### src/rtl/core/zsid_pkg.sv
// Shared types, constants and the threshold table of the z-score impulse detector.
// Used by the front, queue, back and top-level modules; depends on nothing.
package zsid_pkg;

  localparam int SAMPLE_W = 16;
  localparam int SENS_W = 2;
  localparam int THR_W = 19;
  localparam int FRAC_W = 16;
  localparam int QUEUE_PTR_W = 1;
  localparam int QUEUE_DEPTH = 2;

  localparam logic [SENS_W-1:0] SENS_ANY = 2'd0;
  localparam logic [SENS_W-1:0] SENS_LOW = 2'd1;
  localparam logic [SENS_W-1:0] SENS_MID = 2'd2;
  localparam logic [SENS_W-1:0] SENS_HIGH = 2'd3;
  localparam logic [SENS_W-1:0] SENS_RESET = SENS_MID;

  localparam logic [THR_W-1:0] THR_SQ_ANY = 19'd0;
  localparam logic [THR_W-1:0] THR_SQ_LOW = 19'd14171;
  localparam logic [THR_W-1:0] THR_SQ_MID = 19'd177342;
  localparam logic [THR_W-1:0] THR_SQ_HIGH = 19'd495616;

  typedef enum logic [0:0] {
    F_IDLE,
    F_UPDATE
  } front_state_t;

  typedef enum logic [2:0] {
    B_IDLE,
    B_PROD,
    B_DIFF,
    B_MULT,
    B_CMP,
    B_HOLD
  } back_state_t;

  // Squared z-score threshold with 16 fractional bits.
  function automatic logic [THR_W-1:0] thr_sq(input logic [SENS_W-1:0] sel);
    logic [THR_W-1:0] t;
    case (sel)
      SENS_ANY: t = THR_SQ_ANY;
      SENS_LOW: t = THR_SQ_LOW;
      SENS_MID: t = THR_SQ_MID;
      SENS_HIGH: t = THR_SQ_HIGH;
      default: t = THR_SQ_ANY;
    endcase
    return t;
  endfunction

endpackage

### src/rtl/core/zsid_ram.sv
// Generic single-write, single-read RAM with a registered read port.
// Stands alone; used for the sample window.
module zsid_ram #(
  parameter int WIDTH = 16,
  parameter int DEPTH = 64
) (
  input  logic                     clk,
  input  logic                     we,
  input  logic [$clog2(DEPTH)-1:0] waddr,
  input  logic [WIDTH-1:0]         wdata,
  input  logic                     re,
  input  logic [$clog2(DEPTH)-1:0] raddr,
  output logic [WIDTH-1:0]         rdata
);

  logic [WIDTH-1:0] mem [DEPTH];

  always_ff @(posedge clk) begin
    if (we) begin
      mem[waddr] <= wdata;
    end
    if (re) begin
      rdata <= mem[raddr];
    end
  end

endmodule

### src/rtl/core/zsid_front.sv
// Front end: accepts samples, keeps the ring window and its running statistics.
// Depends on zsid_pkg and zsid_ram; pushes a statistics snapshot per sample.
module zsid_front
  import zsid_pkg::*;
#(
  parameter int WINDOW_DEPTH = 64
) (
  input  logic                clk,
  input  logic                rst,
  input  logic [SAMPLE_W-1:0] sample,
  input  logic                in_valid,
  output logic                in_ready,
  input  logic                q_full,
  output logic                q_push,
  output logic [4 * SAMPLE_W + 3 * $clog2(WINDOW_DEPTH + 1) - 1:0] q_wdata
);

  localparam int AW = $clog2(WINDOW_DEPTH);
  localparam int CW = $clog2(WINDOW_DEPTH + 1);
  localparam int SW = SAMPLE_W + CW;
  localparam int QW = 2 * SAMPLE_W + CW;
  localparam int SQW = 2 * SAMPLE_W;

  front_state_t fstate;
  front_state_t fstate_next;

  logic                rd_en;
  logic                wr_en;
  logic [SAMPLE_W-1:0] rd_data;
  logic [SAMPLE_W-1:0] x_reg;
  logic [AW-1:0]       wpos;
  logic [CW-1:0]       fill;
  logic [CW-1:0]       count;
  logic [SW-1:0]       sum;
  logic [QW-1:0]       sqsum;

  logic [SAMPLE_W-1:0] old;
  logic [SQW-1:0]      old_sq;
  logic [SQW-1:0]      x_sq;
  logic [CW-1:0]       count_next;
  logic [SW-1:0]       sum_next;
  logic [QW-1:0]       sqsum_next;

  zsid_ram #(
    .WIDTH(SAMPLE_W),
    .DEPTH(WINDOW_DEPTH)
  ) u_window (
    .clk  (clk),
    .we   (wr_en),
    .waddr(wpos),
    .wdata(x_reg),
    .re   (rd_en),
    .raddr(wpos),
    .rdata(rd_data)
  );

  always_ff @(posedge clk) begin
    if (rst) begin
      fstate <= F_IDLE;
    end else begin
      fstate <= fstate_next;
    end
  end

  always_comb begin
    fstate_next = fstate;
    rd_en = 1'b0;
    wr_en = 1'b0;
    q_push = 1'b0;
    case (fstate)
      F_IDLE: begin
        if (in_valid) begin
          rd_en = 1'b1;
          fstate_next = F_UPDATE;
        end
      end
      F_UPDATE: begin
        if (!q_full) begin
          wr_en = 1'b1;
          q_push = 1'b1;
          fstate_next = F_IDLE;
        end
      end
      default: fstate_next = F_IDLE;
    endcase
  end

  assign in_ready = (fstate == F_IDLE);

  // Entries not yet written since reset read as empty.
  assign old = (fill > CW'(wpos)) ? rd_data : '0;
  assign old_sq = SQW'(old) * SQW'(old);
  assign x_sq = SQW'(x_reg) * SQW'(x_reg);
  assign count_next = count - CW'(old != '0) + CW'(x_reg != '0);
  assign sum_next = sum - SW'(old) + SW'(x_reg);
  assign sqsum_next = sqsum - QW'(old_sq) + QW'(x_sq);

  assign q_wdata = {x_reg, count, sum, sqsum};

  always_ff @(posedge clk) begin
    if (rd_en) begin
      x_reg <= sample;
    end
  end

  always_ff @(posedge clk) begin
    if (rst) begin
      wpos <= '0;
      fill <= '0;
      count <= '0;
      sum <= '0;
      sqsum <= '0;
    end else if (wr_en) begin
      count <= count_next;
      sum <= sum_next;
      sqsum <= sqsum_next;
      if (wpos == AW'(WINDOW_DEPTH - 1)) begin
        wpos <= '0;
      end else begin
        wpos <= wpos + AW'(1);
      end
      if (fill != CW'(WINDOW_DEPTH)) begin
        fill <= fill + CW'(1);
      end
    end
  end

endmodule

### config.mk
export PLATFORM = sky130hd
export DESIGN_NAME = zsid_front
export DESIGN_NICKNAME = d
export VERILOG_FILES = /design/src/rtl/core/zsid_pkg.sv /design/src/rtl/core/zsid_ram.sv /design/src/rtl/core/zsid_front.sv
export SDC_FILE = /design/constraint.sdc
export NUM_CORES = 2
export LEC_CHECK = 0
export CAP_MARGIN = 20
export CORE_MARGIN = 2
export CORE_UTILIZATION = 58
export CTS_CLUSTER_SIZE = 25
export DETAILED_ROUTE_END_ITERATION = 10
export DONT_BUFFER_PORTS = 1
export PLACE_DENSITY = 0.75
export RECOVER_POWER = 50
export SLEW_MARGIN = 30
export SYNTH_ARGS = -nofsm -noshare
export SYNTH_HDL_FRONTEND = slang
export SYNTH_SLANG_ARGS = --single-unit
### constraint.sdc
create_clock -name clk -period 9.3 [get_ports clk]
set_clock_uncertainty 0.15 [all_clocks]
set_input_delay 0.465 -clock clk [delete_from_list [all_inputs] [get_ports clk]]
set_output_delay 0.465 -clock clk [all_outputs]
set_load 0.02 [all_outputs]
==> summary.md <==
| Metric | Value |
|---|---|
| Max-slew violation total from the final report | `836` |
| Worst slew margin | `-211%` |
| Inserted Diodes | `0` |
| Critical hold path startpoint | `sample[13]` |
| Outcome | `finished, violations left` |
| Width of the chip | `330 um` |
| EDFF count, synth | `1056` |
| Sum of overflow across all layers after global routing | `0` |
| Achievable Freq | `114 MHz` |
| Worst Setup Slack post-DPL | `0.0573 ns` |
| Number of flip-flops and latches in the synthesized netlist | `1139` |
| Initial standard-cell utilization of the core | `58.6%` |
| Origin of the critical flop-to-flop path | `wpos[1]` |
| Relative area change from synthesis to final layout | `9.33%` |
| Main synth FF type | `edfxtp_1` |
| Number of antenna violations at the first check in global routing | `1` |
| Routed wirelength normalized by instance count | `28.2 um` |
| Synthesized netlist net count | `5398` |
| Violations in the final reports | `design-rule violations, max-capacitance violations, max-slew violations` |
| Starting DRC count in detailed routing | `5201` |
| Routability congestion estimate | `0.957` |
| Final worst-path setup slack | `0.495 ns` |
| Number of instances in the placed design | `6000` |
| Final setup violation count | `0` |
| Average size of a mapped cell | `13.2 um2` |
| Standard cell with the maximum stage delay on the critical path | `fa_1` |
| Final min period | `8.80 ns` |
| Cell at the root of the clock tree | `clkbuf_16` |
| Buffers on Ports | `0` |
| Total Neg Setup Slack | `0 ns` |
| Count of endpoints failing hold in the final timing report | `0` |
| Post-route antenna net violation count | `0` |
| Number of maximum-capacitance constraint violations | `13` |
| Stages on the worst setup path | `32` |
| Critical path capture point | `sqsum[32]` |
| Final WL | `176 mm` |
| Register-to-register setup slack | `0.50 ns` |
| Post-route clock period utilization | `94.7%` |
| Vias in the first global route | `40100` |
| WP data arrival | `9.27 ns` |
| HP Class | `input pin to register` |
| Fraction of the yosys area taken by sequential cells | `54.1%` |
| End of the worst register-to-register path | `sqsum[32]` |
| Count of pins on the block boundary | `107` |
| Largest regs | `u_window.mem: 1024 flops, sqsum: 39 flops, sum: 23 flops` |
| Max Root-Sink Buffers | `3` |
| Cell Area, Synth | `61700 um2` |
| Clock insertion delay at the later pin of the skew report | `0.74 ns` |
| Combined global-route utilization of all metal layers | `32.6%` |
| Unrepaired setup endpoints after global routing | `no` |
| Clk slew on worst S/H paths | `0.07 ns` |
| Largest register by flop count | `u_window.mem` |
| Nature of the critical path startpoint | `register` |
| Worst Setup Path Type | `register to register` |
| Wire length of the first global-routing pass | `260 mm` |
| Clock tree from TritonCTS | `done` |
| Share of cells above drive strength 1 | `9.31%` |
| Maximum level of the CTS H-tree | `3` |
| Number of vias per cell after detailed routing | `6.36` |
| Post-synthesis async set-or-reset flop share | `0%` |
| Count of TritonRoute iterations in the first routing pass | `9` |
| Number of clock buffers inserted by TritonCTS | `111` |
| Netlist cell types | `81` |
| Number of instances in the synthesized netlist | `4680` |
| Die area | `109000 um2` |
| Length in cells of the worst reg-to-reg path | `32` |
| Sinks on Clock Net | `1139` |
| Pin count of the biggest net entering global routing | `96` |
| Max incr delay on CP | `0.52 ns` |
| Buf+Inv Stages, Crit Path | `7` |
| DRC violations left | `2` |
| Slew at the pin closest to its max-slew limit | `4.66 ns` |
| Endpoint type of the worst setup path | `register` |
| Critical path startpoint | `wpos[1]` |
| Non-filler cells, final | `6225` |
| Total vias in the final route | `39600` |
| Nets@finish | `5463` |
| Number of flip-flops under the largest register name | `1024` |
| Crit path required time | `9.76 ns` |
| Area of the core | `105000 um2` |
| Crit path top cell by count | `fa_1` |
| Site Rows | `119` |
| Warnings from Yosys | `0` |
| CP top delay family | `adder cells` |
| Die height | `330 um` |
| Detailed-placement wirelength estimate | `115 mm` |
| Largest driver fanout on the critical path | `11` |
-- cells by family after synthesis --
family	synth area share (%)
mux	3.97
compound gates	9.22
fa+ha+maj	19.6
flops	54.1
buf+inv	5.85
xor+xnor	0.823
simple gates	6.47
-- synthesized netlist by cell type (all sizes together), types with 11 or more instances --
library cell,number,share of area (%)
nand3,32,0.26
nand2b,14,0.14
o22ai,35,0.35
a22oi,121,1.5
o21ai,100,0.81
mux2i,104,1.7
a31oi,31,0.31
a22o,34,0.48
mux2,51,0.93
a221oi,134,2.0
fa,447,14
a21o,33,0.40
and2,64,0.65
nor3,34,0.28
nand4,17,0.17
xor2,24,0.34
nor4,19,0.19
dfxtp,83,2.7
edfxtp,1056,51
a21oi,224,1.8
nor2b,19,0.19
o21a,13,0.16
ha,251,5.1
o211ai,11,0.14
nand2,305,1.9
inv,674,4.1
nor2,251,1.6
mux4,37,1.3
clkbuf,113,0.69
buf,114,1.0
a211oi,21,0.26
and3,58,0.59
xnor2,34,0.48
-- metal layers --
layer	share of wire (%)	track usage, %	vias to the layer above
met5	0	0	-
met4	6.2	17.3	0
met3	11	6.67	495
met2	47	51.6	2543
met1	36	42.9	19800
li1	-	-	16700
-- worst register-to-register path: cells and delay by family (launching register included) --
family	cells	cell delay [ns]
flops	1	0.36
fa+ha+maj	10	4.32
buf+inv	7	0.38
simple gates	6	1.44
compound gates	9	2.08
-- worst min-delay path by stage --
| stage | end | cells past startpoint | slack, ns |
|---|---|---|---|
| 3_3_place_gp | fill[6] | 2 | 0.35 |
| 6_report | x_reg[13] | 1 | 0.24 |
| 2_1_floorplan | fill[6] | 2 | 0.32 |
| 4_1_cts | x_reg[11] | 1 | 0.19 |
| 3_5_place_dp | fill[6] | 2 | 0.36 |
| 5_1_grt | x_reg[13] | 1 | 0.22 |
-- layout by cell type (no fill, tap or decap), types with 11 or more instances in the layout --
master / synthesis / routed
nor3_2: 0 / 11
and2_1: 62 / 61
and3_1: 58 / 58
nand2b_1: 14 / 13
nor4_1: 19 / 19
clkinv_2: 0 / 14
a221oi_1: 125 / 125
a21oi_1: 224 / 223
nand4_1: 17 / 17
mux2_2: 51 / 51
clkinv_1: 5 / 31
xor2_1: 24 / 24
a22oi_1: 121 / 121
a31oi_1: 31 / 31
ha_1: 251 / 251
dlygate4sd3_1: 0 / 20
inv_1: 672 / 672
mux4_2: 37 / 37
mux2i_1: 104 / 104
nor3_1: 34 / 23
o22ai_1: 35 / 35
fa_1: 447 / 447
nand3_1: 32 / 31
nor2_1: 245 / 235
clkbuf_16: 0 / 112
nor2_4: 0 / 12
o21ai_0: 96 / 96
a211oi_1: 21 / 20
a22o_1: 34 / 34
edfxtp_1: 1056 / 1056
xnor2_1: 34 / 34
clkbuf_1: 113 / 45
nand2_1: 304 / 304
nor2b_1: 19 / 17
dfxtp_1: 83 / 80
a21o_1: 33 / 33
o21a_1: 13 / 13
buf_4: 19 / 133
-- area by class of cell --
type                    count  area [um2]
clock buffers             136        2890
well taps                1391        1740
clock inverters            66         651
inverters                 679        2550
multi-input cells        2635       24900
flip-flops and latches   1139       33400
repair buffers            179        1350
fillers                  7647       37900
-- what timing repair did --
item / in CTS / in global routing
gates resized for setup: 0 / 8
endpoints found under the hold margin: 100 / 0
setup endpoints to repair: 0 / 13
setup buffers: 0 / 1
hold buffers: 21 / 0
-- per-stage QoR --
step	instance area [um2]	hold slack [ns]	util, %
finish	67500	0.236	64.0
global placement	63800	0.349	60.5
detailed placement	63800	0.363	60.5
global route	67500	0.216	64.0
CTS	67500	0.189	64.1
floorplan	61700	0.321	-
Power is left out: the tool's default activity adds up to more than one toggle a clock period on the data nets, which glitch-free logic cannot reach.
