[src/rtl/core/zsid_pkg.sv]
// Shared types, constants and the threshold table of the z-score impulse detector.
// Used by the front, queue, back and top-level modules; depends on nothing.
package zsid_pkg;

  localparam int SAMPLE_W = 16;
  localparam int SENS_W = 2;
  localparam int THR_W = 19;
  localparam int FRAC_W = 16;
  localparam int QUEUE_PTR_W = 1;
  localparam int QUEUE_DEPTH = 2;

  localparam logic [SENS_W-1:0] SENS_ANY = 2'd0;
  localparam logic [SENS_W-1:0] SENS_LOW = 2'd1;
  localparam logic [SENS_W-1:0] SENS_MID = 2'd2;
  localparam logic [SENS_W-1:0] SENS_HIGH = 2'd3;
  localparam logic [SENS_W-1:0] SENS_RESET = SENS_MID;

  localparam logic [THR_W-1:0] THR_SQ_ANY = 19'd0;
  localparam logic [THR_W-1:0] THR_SQ_LOW = 19'd14171;
  localparam logic [THR_W-1:0] THR_SQ_MID = 19'd177342;
  localparam logic [THR_W-1:0] THR_SQ_HIGH = 19'd495616;

  typedef enum logic [0:0] {
    F_IDLE,
    F_UPDATE
  } front_state_t;

  typedef enum logic [2:0] {
    B_IDLE,
    B_PROD,
    B_DIFF,
    B_MULT,
    B_CMP,
    B_HOLD
  } back_state_t;

  // Squared z-score threshold with 16 fractional bits.
  function automatic logic [THR_W-1:0] thr_sq(input logic [SENS_W-1:0] sel);
    logic [THR_W-1:0] t;
    case (sel)
      SENS_ANY: t = THR_SQ_ANY;
      SENS_LOW: t = THR_SQ_LOW;
      SENS_MID: t = THR_SQ_MID;
      SENS_HIGH: t = THR_SQ_HIGH;
      default: t = THR_SQ_ANY;
    endcase
    return t;
  endfunction

endpackage

[src/rtl/core/zsid_queue.sv]
// Two-entry queue that carries statistics snapshots from the front to the back.
// Depends on zsid_pkg for its depth.
module zsid_queue
  import zsid_pkg::*;
#(
  parameter int WIDTH = 8
) (
  input  logic             clk,
  input  logic             rst,
  input  logic             push,
  input  logic [WIDTH-1:0] wdata,
  input  logic             pop,
  output logic [WIDTH-1:0] rdata,
  output logic             full,
  output logic             empty
);

  logic [WIDTH-1:0]       mem [QUEUE_DEPTH];
  logic [QUEUE_PTR_W-1:0] wr_ptr;
  logic [QUEUE_PTR_W-1:0] rd_ptr;
  logic [QUEUE_PTR_W:0]   level;

  assign full = (level == (QUEUE_PTR_W + 1)'(QUEUE_DEPTH));
  assign empty = (level == '0);
  assign rdata = mem[rd_ptr];

  always_ff @(posedge clk) begin
    if (push) begin
      mem[wr_ptr] <= wdata;
    end
  end

  always_ff @(posedge clk) begin
    if (rst) begin
      wr_ptr <= '0;
      rd_ptr <= '0;
      level <= '0;
    end else begin
      if (push) begin
        wr_ptr <= wr_ptr + QUEUE_PTR_W'(1);
      end
      if (pop) begin
        rd_ptr <= rd_ptr + QUEUE_PTR_W'(1);
      end
      level <= level + (QUEUE_PTR_W + 1)'(push) - (QUEUE_PTR_W + 1)'(pop);
    end
  end

endmodule

[config.mk]
export PLATFORM = sky130hd
export DESIGN_NAME = zsid_queue
export DESIGN_NICKNAME = d
export VERILOG_FILES = /design/src/rtl/core/zsid_pkg.sv /design/src/rtl/core/zsid_queue.sv
export SDC_FILE = /design/constraint.sdc
export NUM_CORES = 1
export LEC_CHECK = 0
export ABC_AREA = 1
export BUFFER_PORTS_ARGS = -buffer_cell sky130_fd_sc_hd__buf_2
export CAP_MARGIN = 40
export CELL_PAD_IN_SITES_DETAIL_PLACEMENT = 0
export CELL_PAD_IN_SITES_GLOBAL_PLACEMENT = 1
export CORE_ASPECT_RATIO = 0.9
export CORE_MARGIN = 2
export CORE_UTILIZATION = 41
export CTS_CLUSTER_DIAMETER = 40
export DETAILED_ROUTE_END_ITERATION = 7
export PLACE_DENSITY_LB_ADDON = 0.1
export SLEW_MARGIN = 20
export SYNTH_ARGS = -nofsm -noshare
export SYNTH_HDL_FRONTEND = slang
export SYNTH_SLANG_ARGS = --single-unit
[constraint.sdc]
create_clock -name clk -period 2.48 [get_ports clk]
set_clock_uncertainty 0.15 [all_clocks]
set_input_delay 0.124 -clock clk [delete_from_list [all_inputs] [get_ports clk]]
set_output_delay 0.124 -clock clk [all_outputs]
set_load 0.005 [all_outputs]
==> results of run 1 <==
-- metrics by stage --
| step | total power (µW) | setup slack [ns] |
|---|---|---|
| 2_1_floorplan | 487 | 1.24 |
| 3_3_place_gp | 522 | 1.12 |
| 3_5_place_dp | 524 | 1.10 |
| 4_1_cts | 690 | 0.777 |
| 5_1_grt | 719 | 0.707 |
| 6_report | 681 | 0.805 |
-- power by group through the flow --
stage	combinational (µW)	clock (µW)	sequential, µW
2_1_floorplan	68.5	0	419
3_3_place_gp	95.0	0	427
5_1_grt	123	173	423
4_1_cts	109	161	420
6_report	108	153	419
3_5_place_dp	96.1	0	428
-- critical path: stages, from the launching register on --
cell     delay, ns
dfxtp_1       0.65
mux2_4        0.34
buf_2         0.12
-- repair_timing --
action,CTS,global route
setup buffers,0,0
endpoints found under the hold margin,21,0
hold buffers,11,0
endpoints found under the setup margin,0,0
-- state kept, by name, indices dropped and copies added (netlist names), named ones only --
name / cells
mem: 16
level: 2
rd_ptr: 1
wr_ptr: 1
-- layer usage --
| layer | up-vias | routed length (µm) |
|---|---|---|
| met5 | - | 0 |
| met4 | 0 | 0 |
| met3 | 0 | 61 |
| met2 | 12 | 643 |
| met1 | 242 | 495 |
| li1 | 259 | - |
-- layout make-up --
class / instances / area [µm²] / share of cell area
sequential: 21 / 581 / 0.529
timing repair buffer: 32 / 215 / 0.196
multi-input combinational: 26 / 214 / 0.195
tap: 25 / 31.3 / 0.0285
inverter: 8 / 30.0 / 0.0274
clock buffer: 4 / 26.3 / 0.0239
-- placed cells by master, fill, tap and decap left out --
| cell type | n |
|---|---|
| mux2_4 | 8 |
| nand3_1 | 1 |
| clkbuf_4 | 3 |
| inv_1 | 8 |
| dlygate4sd3_1 | 11 |
| nand2_1 | 4 |
| clkbuf_1 | 1 |
| buf_2 | 21 |
| a21oi_1 | 1 |
| dfxtp_1 | 5 |
| xnor2_1 | 1 |
| edfxtp_1 | 16 |
| ha_1 | 2 |
| nor3_1 | 1 |
| nor2_1 | 8 |
-- cells by family (layout without fill, tap and decap cells) --
logic type / count (synthesis) / in the layout
adders and majority gates: 2 / 2
buffers and inverters: 9 / 44
muxes: 8 / 8
DFF: 21 / 21
xor gates and xnor gates: 1 / 1
and+or+nand+nor: 14 / 14
AOI/OAI and AO/OA: 1 / 1
-- worst paths after layout --
path,start,to,slack [ns],cells after the start
worst min register to register,wr_ptr,wr_ptr,0.37,2
worst max register to register,wr_ptr,mem[0][5],1.12,1
worst max-delay path,flop,rdata[1],0.80,2
worst min-delay path,wr_ptr,wr_ptr,0.37,2
==> results_dict.tcl, run 1 <==
set metrics [dict create \
    path_clk_slew_ns 0.10 \
    p_int_uw 532 \
    floorplan.rows 15 \
    max_freq_mhz 597 \
    synth_cell_types 12 \
    design_area_um2 1100 \
    synth_xor_area_frac 0.0105 \
    diodes 0 \
    tightest_slew_ns 0.656 \
    cellPowerDensity_nw_per_um2 620 \
    combPwrFrac 0.159 \
    min_path_type "reg -> reg" \
    synth.avg_cell_area_um2 14.9 \
    nNetsFinal 106 \
    final_util 0.573 \
    grt_pass1_vias 466 \
    initial_core_util 0.437 \
    rsz0062_at_grt "no" \
    ioPinCount 22 \
    post_drt_wl_per_cell_um 10.3 \
    drive_above_1_share 0.352 \
    cts-root-buf "clkbuf_4" \
    ant_nets 0 \
    p_switching_uw 149 \
    h-tree-depth 1 \
    yosysMostFrequentCell "edfxtp_1" \
    yosysTopAreaCell "edfxtp_1" \
    max_slew_margin 0.561 \
    routed_via_density 4.42 \
    async_flop_share 0 \
    cp-end-kind "output port" \
    syn2layout_area_growth_pct 31.3 \
    status "completed" \
    netlist_area_um2 836 \
    sw_frac_of_total 0.219 \
    synth_flop_cell "edfxtp_1" \
    dieArea_um2 2420 \
    yosys-top-cells-count "edfxtp_1 (16), inv_1 (8), mux2_4 (8), nor2_1 (8), dfxtp_1 (5)" \
    busiest_layer "met2" \
    die_h_um 46.8 \
    fin_cells 116 \
    met3_usage 0.0287 \
    cp.required_ns 2.21 \
    synth_top_cell_area_share 0.575 \
    postCtsResizedCells 0 \
    cp_max_fo 8 \
    finalMaxSlewViolations 0 \
    fillers 174 \
    yosysSeqAreaShare 0.695 \
    synth_warnings 0 \
    synth.area.top_cells "edfxtp_1 (57%), mux2_4 (14%), dfxtp_1 (12%), inv_1 (3.6%), nor2_1 (3.6%)" \
    critPathArrivalTime_ns 1.40 \
    synth_compound_area_frac 0.00599 \
    gp_congestion 0.751 \
    peakVddDrop_mv 0.338 \
    die_w_um 51.6 \
    p_leak_uw 0.000483 \
    postRouteWirelength_mm 1.20 \
    worstSetupPathType "reg -> out" \
    antenna_found_initial 0 \
    drtPass1Iterations 4 \
    grt_pass1_wl_mm 1.98 \
    finalCritPeriodShare 0.675 \
    use_met1 0.137 \
    portBuffers 21 \
    start_kind "flop" \
    grt_max_degree 12 \
    ys_ff_latch 21 \
    grt_use_met2 0.210 \
    synthSimpleGateAreaFrac 0.0659 \
    whs_ns 0.371 \
    setup_tns_ns 0 \
    cts_buffers 3 \
    netlist_instances 56 \
    hold_viol_final 0 \
    seqPwrFrac 0.616 \
    setup_viol 0 \
    clkPwrFrac 0.225 \
    remaining_drc_errors 0 \
    syn_nets 70 \
    fin_crit_ns 1.68 \
    drt_iter0_drc 19 \
    synth-adder-area-share 0.0299 \
    dp.cells 101 \
    grt_usage 0.117 \
    core_um2 1910 \
    vias 513 \
    grt_overflow_total 0 \
    synth_mux_area_frac 0.144 \
    cap_violations 0 \
    placed_area_um2 961 \
    cts_buffer_depth 2 \
    synth_edf_count 16 \
    synth_top_family_by_area "multiplexers" \
    cts_sinks 21 \
    cts_tree "built" \
    clock_latency_ns 0.28 \
    dp_hpwl_um 799 \
]
Note: power is estimated with default switching activity, not from simulation.
==> inputs of run 2 (changes only) <==
--- a/config.mk
+++ b/config.mk
@@ -12,7 +12,7 @@
 export CELL_PAD_IN_SITES_GLOBAL_PLACEMENT = 1
 export CORE_ASPECT_RATIO = 0.9
 export CORE_MARGIN = 2
-export CORE_UTILIZATION = 41
+export CORE_UTILIZATION = 40
 export CTS_CLUSTER_DIAMETER = 40
 export DETAILED_ROUTE_END_ITERATION = 7
 export PLACE_DENSITY_LB_ADDON = 0.1
==> constraint.sdc (replaced) <==
create_clock -name clk -period 1.65 [get_ports clk]
set_clock_uncertainty 0.15 [all_clocks]
set_input_delay 0.0825 -clock clk [delete_from_list [all_inputs] [get_ports clk]]
set_output_delay 0.0825 -clock clk [all_outputs]
set_load 0.005 [all_outputs]
==> run 2 against run 1 <==
Against the previous run: first-iteration DRC count fell by 42%; critical endpoint is now rdata[6]; global-route usage fell by 0.64 points; die area rose by 2.3%; utilization fell by 0.33 points; combinational power rose by 68%; worst setup slack got worse by 0.64 ns; worst hold slack got worse by 0.023 ns; flip-flop and latch count did not move; critical path type unchanged; sequential power rose by 48%; largest cell class unchanged; register-to-register slack got worse by 0.83 ns.
==> results_dict.tcl, run 2 (synthesized netlist as in run 1, its figures left out) <==
set metrics [dict create \
    power_uw 1030 \
    grt_usage 0.110 \
    cp.required_ns 1.42 \
    drtPass1Iterations 4 \
    cts_hold_buf 11 \
    clkPwrFrac 0.227 \
    finalMaxSlewViolations 0 \
    setup_viol 0 \
    h-tree-depth 1 \
    max_freq_mhz 673 \
    dp.cells 103 \
    final_cell_mix "buf_2 (21), edfxtp_1 (16), dlygate4sd3_1 (11)" \
    tightest_slew_ns 0.339 \
    ant_nets 0 \
    vias 509 \
    grt_overflow_total 0 \
    die_w_um 52.2 \
    postCtsResizedCells 0 \
    worstRegToRegCells 6 \
    mostFrequentLayoutCell "buf_2" \
    nNetsFinal 108 \
    diodes 0 \
    core_um2 1950 \
    clock_latency_ns 0.30 \
    start_kind "flop" \
    reg2reg_slack_ns 0.29 \
    path_cells "buf_4 > mux2_4 > buf_2" \
    drive_above_1_share 0.366 \
    postCtsSetupBuffers 0 \
    cellPowerDensity_nw_per_um2 930 \
    sw_frac_of_total 0.223 \
    grt_pass1_wl_mm 1.77 \
    cp-end-kind "output port" \
    seqPwrFrac 0.598 \
    cts_buffers 3 \
    design_area_um2 1110 \
    cts-root-buf "clkbuf_4" \
    largest_reg_flops 16 \
    p_int_uw 805 \
    dp_hpwl_um 855 \
    critical-path-slowest-cell "dfxtp_1" \
    drt_iter0_drc 11 \
    postRouteWirelength_mm 1.22 \
    status "completed" \
    floorplan.rows 15 \
    grt_pass1_vias 399 \
    initial_core_util 0.428 \
    whs_path_depth 2 \
    final-seq-area_um2 581 \
    fin_cells 118 \
    cts_buffer_depth 2 \
    syn2layout_area_growth_pct 33.1 \
    antenna_found_initial 0 \
    combPwrFrac 0.175 \
    cp_max_fo 8 \
    gp_congestion 0.642 \
    p_leak_uw 0.000493 \
    path_clk_slew_ns 0.11 \
    routed_via_density 4.31 \
    cts_sinks 21 \
    portBuffers 21 \
    ioPinCount 22 \
    grt_max_degree 12 \
    die_h_um 47.4 \
    dieArea_um2 2470 \
    placed_area_um2 976 \
    peakVddDrop_mv 0.469 \
    min_path_type "in -> reg" \
    remaining_drc_errors 0 \
    p_switching_uw 230 \
    max_slew_margin 0.774 \
    setup_tns_ns 0 \
    cts_tree "built" \
    finalCritPeriodShare 0.900 \
    worstSetupPathType "reg -> out" \
    fillers 174 \
    final_util 0.570 \
    post_drt_wl_per_cell_um 10.3 \
    top_regs "mem (16), level (2)" \
    fin_crit_ns 1.49 \
    critPathArrivalTime_ns 1.25 \
    rsz0062_at_grt "no" \
    cap_violations 0 \
    largest_register "mem" \
    multi_input_area_um2 214 \
    slowest_delay_ns 0.32 \
    hold_viol_final 0 \
]
[run 2: cell types whose count changed in the layout (fill, tap and decap cells not counted)]
cell,previous run,this run
buf_4,0,2
[run 2: power groups by stage]
| stage | Clock, µW | Sequential (µW) | Combinational [µW] |
|---|---|---|---|
| 5_1_grt | 262 | 623 | 206 |
| 3_5_place_dp | 0 | 631 | 165 |
| 3_3_place_gp | 0 | 630 | 162 |
| 6_report | 235 | 619 | 181 |
| 4_1_cts | 250 | 619 | 186 |
| 2_1_floorplan | 0 | 629 | 103 |
[run 2: critical path, delay by kind of cell (launching register included)]
kind | cells | cell delay [ns]
buffers and inverters | 2 | 0.31
flip-flops | 1 | 0.32
multiplexers | 1 | 0.32
[run 2: final timing paths]
check,startpoint,endpoint
max,flop,rdata[6]
min,wdata[6],mem[0][6]
max reg2reg,level[0],level[1]
min reg2reg,wr_ptr,wr_ptr
[run 2: metrics by stage]
stage                     setup WS, ns  hold WS [ns]
after CTS                        0.139         0.334
after floorplan                  0.410       0.00372
after detailed placement         0.295         0.123
after global routing            0.0941         0.344
after global placement           0.320         0.119
final                            0.165         0.349
[run 2: metal layers]
metal  GRT usage  vias to the layer above  part of all wire
met5           0                        -                 0
met4      0.0923                        0            0.0082
met3      0.0191                        2             0.041
met2       0.165                       11              0.47
met1       0.143                      235              0.48
li1            -                      261                 -
[run 2: final cells by class]
class | count | share of cell area
Clock buffer | 4 | 0.0236
Inverter | 8 | 0.0270
Multi-Input combinational cell | 26 | 0.192
Sequential cell | 21 | 0.522
Tap cell | 25 | 0.0281
Timing Repair Buffer | 34 | 0.207
